## src/design/sebgb_pkg.sv

```systemverilog
// ----------------------------------------------------------------------------
// sebgb_pkg: shared types and helpers for the sphere step block
// Request and response payloads, per-axis pipeline records, register codes,
// fixed point constants and Q16.16 rounding and saturation helpers.
// ----------------------------------------------------------------------------
package sebgb_pkg;

   localparam int DIV_STEPS  = 32;
   localparam int AXIS_LAT   = DIV_STEPS + 7;
   localparam int GROUND_LAT = 2;
   localparam int TOTAL_LAT  = 1 + AXIS_LAT + GROUND_LAT;

   localparam logic [16:0] ONE_Q         = 17'd65536;
   localparam logic [16:0] RESTITUTION_Q = 17'd45875;
   localparam logic [31:0] VY_REST_Q     = 32'd6554;
   localparam logic [31:0] VXZ_REST_Q    = 32'd656;

   localparam logic signed [31:0] GRAVITY_X_RST = 32'sd0;
   localparam logic signed [31:0] GRAVITY_Y_RST = -32'sd642908;
   localparam logic signed [31:0] GRAVITY_Z_RST = 32'sd0;
   localparam logic [30:0]        DRAG_RST      = 31'd6554;
   localparam logic [16:0]        FRICTION_RST  = 17'd32768;
   localparam logic signed [31:0] GROUND_RST    = 32'sd0;
   localparam logic [16:0]        TIME_STEP_RST = 17'd655;

   typedef enum logic [2:0] {
      CSR_GRAVITY_X = 3'd0,
      CSR_GRAVITY_Y = 3'd1,
      CSR_GRAVITY_Z = 3'd2,
      CSR_DRAG      = 3'd3,
      CSR_FRICTION  = 3'd4,
      CSR_GROUND    = 3'd5,
      CSR_TIME_STEP = 3'd6
   } csr_index_type;

   typedef struct packed {
      logic signed [31:0] pos_x;
      logic signed [31:0] pos_y;
      logic signed [31:0] pos_z;
      logic signed [31:0] vel_x;
      logic signed [31:0] vel_y;
      logic signed [31:0] vel_z;
      logic [30:0]        body_mass;
      logic [30:0]        body_radius;
      logic               is_fixed;
   } req_type;

   typedef struct packed {
      logic signed [31:0] new_pos_x;
      logic signed [31:0] new_pos_y;
      logic signed [31:0] new_pos_z;
      logic signed [31:0] new_vel_x;
      logic signed [31:0] new_vel_y;
      logic signed [31:0] new_vel_z;
      logic               hit_ground;
   } rsp_type;

   typedef struct packed {
      logic signed [31:0] pos;
      logic signed [31:0] vel;
      logic [30:0]        mass;
      logic               ovf;
      logic               skip;
   } axis_side_type;

   typedef struct packed {
      logic signed [31:0] pos;
      logic signed [31:0] vel;
      logic signed [31:0] pos_orig;
      logic signed [31:0] vel_orig;
   } axis_res_type;

   function automatic logic [31:0] mag32(input logic signed [31:0] v);
      mag32 = v[31] ? 32'(-v) : 32'(v);
   endfunction

   function automatic logic signed [31:0] sat34(input logic signed [33:0] v);
      if (v > 34'sd2147483647) begin
         sat34 = 32'sh7FFFFFFF;
      end else if (v < -34'sd2147483648) begin
         sat34 = 32'sh80000000;
      end else begin
         sat34 = v[31:0];
      end
   endfunction

   function automatic logic signed [31:0] round_sat(input logic [49:0] prod, input logic neg);
      logic [49:0] r;
      logic        big;
      r   = (prod + 50'd32768) >> 16;
      big = |r[49:31];
      if (neg) begin
         round_sat = big ? 32'sh80000000 : -$signed({1'b0, r[30:0]});
      end else begin
         round_sat = big ? 32'sh7FFFFFFF : $signed({1'b0, r[30:0]});
      end
   endfunction

endpackage

```

## src/design/sebgb_ground.sv

```systemverilog
// ----------------------------------------------------------------------------
// sebgb_ground: ground contact and output select
// Contact test, height correction, bounce and friction, rest thresholds.
// ----------------------------------------------------------------------------
module sebgb_ground (
   input  logic                               clock,
   input  sebgb_pkg::axis_res_type [2:0]      ax_i,
   input  logic [30:0]                        radius_i,
   input  logic                               fixed_i,
   input  logic signed [31:0]                 ground_i,
   input  logic [16:0]                        friction_i,
   output sebgb_pkg::rsp_type                 rsp_o
);

   logic [16:0]        factor;
   logic signed [33:0] ground34, radius34, py34;

   always_comb begin
      factor   = sebgb_pkg::ONE_Q - ((friction_i > sebgb_pkg::ONE_Q) ?
                                     sebgb_pkg::ONE_Q : friction_i);
      ground34 = 34'(ground_i);
      radius34 = $signed({3'b0, radius_i});
      py34     = 34'(ax_i[1].pos);
   end

   // contact test and products
   sebgb_pkg::axis_res_type [2:0] ax1_ff;
   logic                          hit1_ff, fixed1_ff;
   logic signed [31:0]            pg1_ff;
   logic [49:0]                   px1_ff, py1_ff, pz1_ff;

   always_ff @(posedge clock) begin
      ax1_ff    <= ax_i;
      fixed1_ff <= fixed_i;
      hit1_ff   <= (py34 - radius34) < ground34;
      pg1_ff    <= sebgb_pkg::sat34(ground34 + radius34);
      px1_ff    <= 50'(sebgb_pkg::mag32(ax_i[0].vel)) * 50'(factor);
      py1_ff    <= 50'(sebgb_pkg::mag32(ax_i[1].vel)) * 50'(sebgb_pkg::RESTITUTION_Q);
      pz1_ff    <= 50'(sebgb_pkg::mag32(ax_i[2].vel)) * 50'(factor);
   end

   // bounce, friction, thresholds, select
   logic signed [31:0] vx_h, vy_h, vz_h;
   sebgb_pkg::rsp_type rsp_in, rsp_ff;

   always_comb begin
      vx_h = sebgb_pkg::round_sat(px1_ff, ax1_ff[0].vel[31]);
      vz_h = sebgb_pkg::round_sat(pz1_ff, ax1_ff[2].vel[31]);
      vy_h = ax1_ff[1].vel[31] ? sebgb_pkg::round_sat(py1_ff, 1'b0) : ax1_ff[1].vel;
      if (sebgb_pkg::mag32(vx_h) < sebgb_pkg::VXZ_REST_Q) begin
         vx_h = '0;
      end
      if (sebgb_pkg::mag32(vz_h) < sebgb_pkg::VXZ_REST_Q) begin
         vz_h = '0;
      end
      if (sebgb_pkg::mag32(vy_h) < sebgb_pkg::VY_REST_Q) begin
         vy_h = '0;
      end
      if (fixed1_ff) begin
         rsp_in.new_pos_x  = ax1_ff[0].pos_orig;
         rsp_in.new_pos_y  = ax1_ff[1].pos_orig;
         rsp_in.new_pos_z  = ax1_ff[2].pos_orig;
         rsp_in.new_vel_x  = ax1_ff[0].vel_orig;
         rsp_in.new_vel_y  = ax1_ff[1].vel_orig;
         rsp_in.new_vel_z  = ax1_ff[2].vel_orig;
         rsp_in.hit_ground = 1'b0;
      end else if (hit1_ff) begin
         rsp_in.new_pos_x  = ax1_ff[0].pos;
         rsp_in.new_pos_y  = pg1_ff;
         rsp_in.new_pos_z  = ax1_ff[2].pos;
         rsp_in.new_vel_x  = vx_h;
         rsp_in.new_vel_y  = vy_h;
         rsp_in.new_vel_z  = vz_h;
         rsp_in.hit_ground = 1'b1;
      end else begin
         rsp_in.new_pos_x  = ax1_ff[0].pos;
         rsp_in.new_pos_y  = ax1_ff[1].pos;
         rsp_in.new_pos_z  = ax1_ff[2].pos;
         rsp_in.new_vel_x  = ax1_ff[0].vel;
         rsp_in.new_vel_y  = ax1_ff[1].vel;
         rsp_in.new_vel_z  = ax1_ff[2].vel;
         rsp_in.hit_ground = 1'b0;
      end
   end

   always_ff @(posedge clock) begin
      rsp_ff <= rsp_in;
   end

   assign rsp_o = rsp_ff;

endmodule
```

## config.mk

```make
export PLATFORM = sky130hd
export DESIGN_NAME = sebgb_ground
export DESIGN_NICKNAME = d
export VERILOG_FILES = /design/src/design/sebgb_pkg.sv /design/src/design/sebgb_ground.sv
export SDC_FILE = /design/constraint.sdc
export NUM_CORES = 2
export LEC_CHECK = 0
export BUFFER_PORTS_ARGS = -buffer_cell sky130_fd_sc_hd__buf_2
export CAP_MARGIN = 40
export CORE_MARGIN = 2
export CORE_UTILIZATION = 43
export CTS_CLUSTER_SIZE = 14
export DETAILED_ROUTE_END_ITERATION = 12
export PLACE_DENSITY = 0.66
export SYNTH_ARGS = -nofsm -noshare
export SYNTH_HDL_FRONTEND = slang
export SYNTH_SLANG_ARGS = --single-unit
```

## constraint.sdc

```tcl
create_clock -name clock -period 28.5 [get_ports clock]
set_clock_uncertainty 0.1 [all_clocks]
set_input_delay 1.425 -clock clock [delete_from_list [all_inputs] [get_ports clock]]
set_output_delay 1.425 -clock clock [all_outputs]
set_load 0.02 [all_outputs]
```

# Yosys cells after proc, flatten, opt, wreduce, memory -nomap -nowiden
# Index checks and enable logic that the tools add are counted.
# word_totals
register_bits,757
elab_cells,73
# op_classes
n_addsub,14
multipliers,3
n_lt_le_gt_ge,7
muxes,21
n_reduce_logical,3
# ops
operator,n
32-bit two-way mux,13
193-bit two-way mux,1
161-bit two-way mux,1
32-bit negation,5
31-bit two-way mux,5
49-bit by 16-bit adder with 50-bit output (second input constant),2
32-bit by 17-bit multiplier with 49-bit output,2
31-bit negation with 32-bit output,3
32-bit by 10-bit less-than comparator with 1-bit output (second input constant),2
48-bit by 16-bit adder with 49-bit output (second input constant),1
32-bit by 16-bit multiplier with 48-bit output (second input constant),1
32-bit by 32-bit adder with 33-bit output,1
33-bit by 32-bit greater-than comparator with 1-bit output (second input constant),1
33-bit by 32-bit less-than comparator with 1-bit output,1
33-bit by 32-bit less-than comparator with 1-bit output (second input constant),1
32-bit by 32-bit subtractor with 33-bit output,1
32-bit by 13-bit less-than comparator with 1-bit output (second input constant),1
17-bit greater-than comparator (second input constant),1
17-bit two-way mux,1
17-bit subtractor (first input constant),1
3-bit OR reduction,3

# Logic depth before layout (Yosys ltp)
# logic_depth
depth_word,10
ltp_mapped,46
ltp_nobuf,41

# Least setup slack after synthesis
# Ideal clock, no wire load.
# synth_timing
kind,input -> register
startpoint,input port friction_i[2]
endpoint,register pz1_ff[42]
setup_time_ps,119
arrival_ps,11532
path_slack_ps,16749
stages,44
n_path_buf,5
cell_sequence,or4_1 > nor2_1 > nand2_1 > nor3_1 > nand3_1 > o21ai_0 > and2_1 > clkbuf_1 > clkbuf_1 > inv_1 > ha_1 > clkbuf_1 > o21a_1 > o21ai_1 > a21oi_1 > nor2_1 > a21o_1 > clkbuf_1 > (+8 left out) > fa_1 > fa_1 > fa_1 > ha_1 > a21o_1 > a21oi_1 > a21boi_0 > o22ai_1 > a311o_1 > a21o_1 > a21oi_1 > o21a_1 > a211oi_1 > or3_1 > o21ai_0 > or3_1 > a31oi_1 > xnor2_1
# synth_via
elab_chain_len,4
# synth_lines
element,line_no,rtl
"start, declared",sebgb_ground.sv:11,"input logic [16:0] friction_i,"
17-bit greater-than comparator,sebgb_ground.sv:19,factor = sebgb_pkg::ONE_Q - ((friction_i > sebgb_pkg::ONE_Q) ?
17-bit two-way mux (*),sebgb_ground.sv:19,
17-bit subtractor (*),sebgb_ground.sv:19,
32-bit by 17-bit multiplier with 49-bit output (*),sebgb_ground.sv:39,pz1_ff <= 50'(sebgb_pkg::mag32(ax_i[2].vel)) * 50'(factor);
"end signal, assigned",sebgb_ground.sv:39,
"end, declared",sebgb_ground.sv:30,"logic [49:0] px1_ff, py1_ff, pz1_ff;"
# Mark *: on every way between the ends. The rest lies on a longest branch, timed or not.
# A chain may end at the register's enable or synchronous reset.

# Worst setup path after layout
# layout_timing
startpoint,input port friction_i[2]
endpoint,register px1_ff[48]
# layout_via
elab_chain_len,4
# layout_lines
element,line_no,rtl
17-bit greater-than comparator,sebgb_ground.sv:19,
17-bit two-way mux (*),sebgb_ground.sv:19,
17-bit subtractor (*),sebgb_ground.sv:19,
32-bit by 17-bit multiplier with 49-bit output (*),sebgb_ground.sv:37,px1_ff <= 50'(sebgb_pkg::mag32(ax_i[0].vel)) * 50'(factor);
"end signal, assigned",sebgb_ground.sv:37,
"end, declared",sebgb_ground.sv:30,
# Marks and branches as above.

==> flow_metrics.env <==
export IMPL_cp_end_kind="flop"
export IMPL_reg2regPathDepth=16
export IMPL_fin_nets=10700
export IMPL_dp_hpwl_um=179000
export IMPL_slowest_delay_ns=0.69
export IMPL_synthMostInstantiatedCell="inv_1"
export IMPL_cts_tree="done"
export IMPL_placed_area_um2=79000
export IMPL_rsz0062_at_grt="no"
export IMPL_cts_max_level=3
export IMPL_holdPathStages=2
export IMPL_finalHoldViolCount=0
export IMPL_synth_top_family_by_area="adder cells"
export IMPL_core_um2=169000
export IMPL_worstPathArrival_ns=13.54
export IMPL_tightest_slew_ns=0.985
export IMPL_cts_buffers=77
export IMPL_synth_common_cells="inv_1, fa_1, nand2_1"
export IMPL_clk_latency_ns=0.69
export IMPL_drtIter0Drc=4347
export IMPL_syn_nets=10200
export IMPL_crit_top_cell="fa_1"
export IMPL_first_pass_iters=6
export IMPL_required_ns=28.95
export IMPL_setup_violations_final=0
export IMPL_ys_seq_area_share_pct=19.5
export IMPL_dp_cells=10800
export IMPL_die_x_um=416
export IMPL_grtUsageTotal_pct=25.9
export IMPL_syn_area_per_cell_um2=9.05
export IMPL_initial_core_util_pct=43.2
export IMPL_grt_start_max_net_pins=79
export IMPL_synth_xor_area_share_pct=4.51
export IMPL_min_to="rsp_o[145]"
export IMPL_fin_cells=10900
export IMPL_yosys_warnings=0
export IMPL_ioPinCount=659
export IMPL_final_fill_count=16000
export IMPL_startpoint="friction_i[2]"
export IMPL_synth_edff_count=0
export IMPL_max_slew_margin_pct=33.9
export IMPL_drive_gt1_share_pct=13.1
export IMPL_synth_distinct_cells=113
export IMPL_yosys_top_cells_area="fa_1, dfxtp_1, ha_1"
export IMPL_cts_resized_gates=0
export IMPL_holdBufCountCts=0
export IMPL_root_buffer="clkbuf_16"
export IMPL_met1_usage_pct=32.7
export IMPL_synth_seq_cells=712
export IMPL_start_kind="input pin"
export IMPL_detail_route_wl_per_cell_um=20.6
export IMPL_syn_to_final_growth_pct=12.0
export IMPL_syn_instance_count=8058
export IMPL_fin_area_um2=81600
export IMPL_synth_adder_area_share_pct=39.6
export IMPL_gp_congestion=0.942
export IMPL_syn_area_um2=72900
export IMPL_ys_flop_type="dfxtp_1"
export IMPL_r2r_end="rsp_o[89]"
export IMPL_grt_pass1_vias=61500
export IMPL_clockBufferDepth=3
export IMPL_grt_pass1_wl_um=350000
export IMPL_holdWs_ns=0.332
export IMPL_postRouteAntennaNets=0
export IMPL_yosysTopAreaCell="fa_1"
export IMPL_worstReg2RegStart="px1_ff[15]"
export IMPL_fin_crit_ns=13.09
export IMPL_finalSetupTns_ns=0
export IMPL_maxSlewViolCount=0
export IMPL_crit_slowest_cell="or3_2"
export IMPL_critical_path_class="input pin to flop"
export IMPL_antenna_found_initial=31
export IMPL_cap_violations=0
export IMPL_via_per_inst=5.45
export IMPL_dr_total_vias=59400
export IMPL_critPathMaxFanout=29
export IMPL_fin_crit_sh_pct=45.9
export IMPL_synth_top_area_share_pct=29.9
export IMPL_ff2ff_setup_slack_ns=21.80
export IMPL_portBuffers=658
export IMPL_grt_busiest_layer="met2"
export IMPL_synthArstFlopShare_pct=0
export IMPL_met2_usage_pct=43.3
export IMPL_met3_usage_pct=4.61
export IMPL_synth_compound_area_share_pct=10.3
export IMPL_wl_um=225000
export IMPL_cts_setup_buffers=0
export IMPL_cts_sinks=712
export IMPL_overflow=0
export IMPL_hp_class="flop to flop"
export IMPL_synthMuxAreaShare_pct=2.18
export IMPL_drc=0
export IMPL_synth_simple_area_share_pct=14.6
export IMPL_clk_pin_slew_ns=0.06
export IMPL_die_y_um=416
export IMPL_dieArea_um2=173000
export IMPL_rows=151
export IMPL_hp_start="ax1_ff[176]"
export IMPL_fmax_ghz=0.0764
export IMPL_status="complete, no violations"
## cells by family (layout without fill, tap and decap cells)
family | after synthesis | after routing
xor gates and xnor gates | 374 | 374
AOI/OAI and AO/OA | 1093 | 1093
and+or+nand+nor | 2303 | 2303
buffers and inverters | 1774 | 2388
other | 0 | 21
DFF | 712 | 712
adders and majority gates | 1653 | 1653
muxes | 149 | 149
## metal layers
metal	part of all wire [%]	routed length, um
met4	4.8	10800
met5	0.0049	11
met2	48	107000
met1	40	89900
met3	7.7	17300
## cell usage in the layout (no fill, tap or decap), types with 21 or more instances in the layout
master	count
a211oi_1	38
nand2b_1	43
dfxtp_1	709
fa_1	1089
nor2b_1	39
o21a_1	52
and2_1	126
o31ai_1	67
ha_1	563
or4_1	27
clkbuf_16	77
nor2_1	467
diode_2	21
buf_2	659
o211ai_1	28
nor4_1	49
mux2_2	73
a31oi_1	51
o21ai_0	233
inv_1	1439
a21o_1	59
nand2_1	1049
nand3_1	113
and3_1	58
nand4_1	57
o31ai_2	25
buf_4	142
a21oi_1	207
mux2i_1	73
xnor2_1	248
a22oi_1	82
or3_1	55
nor3_1	110
xor2_1	116
## flip-flops by register name (all words and copies together) (netlist names)
name / flops
pz1_ff: 34
px1_ff: 34
fixed1_ff: 1
pg1_ff: 32
rsp_o: 193
py1_ff: 33
ax1_ff: 384
hit1_ff: 1
## worst max-delay path, delay by kind of cell
family | cells | cell delay, ns
AOI/OAI and AO/OA | 13 | 3.49
adders and majority gates | 8 | 3.64
buffers and inverters | 7 | 1.28
and+or+nand+nor | 12 | 3.68
## worst max path at each step
stage / slack [ns] / end / cells past startpoint
3_5_place_dp: 14.91 / px1_ff[48] / 40
2_1_floorplan: 16.75 / pz1_ff[42] / 44
5_1_grt: 14.80 / px1_ff[48] / 40
4_1_cts: 15.68 / px1_ff[48] / 40
6_report: 15.41 / px1_ff[48] / 40
3_3_place_gp: 15.28 / px1_ff[48] / 40
## area by class of cell
class,instances,area [um2],share of cell area (%)
multi-input cells,5572,52100,63.8
flip-flops and latches,712,14300,17.5
diodes,21,52.6,0.0644
repair buffers,809,4470,5.47
clock inverters,35,459,0.563
inverters,1442,5410,6.63
clock buffers,102,2120,2.60
well taps,2218,2780,3.40
## stage by stage
| step | utilization [%] | setup slack [ns] |
|---|---|---|
| after floorplan | - | 16.75 |
| after global placement | 46.6 | 15.28 |
| after detailed placement | 46.8 | 14.91 |
| after CTS | 48.3 | 15.68 |
| after global routing | 48.3 | 14.80 |
| final | 48.3 | 15.41 |
Power is left out: the tool's default activity adds up to more than one toggle a clock period on the data nets, which glitch-free logic cannot reach.
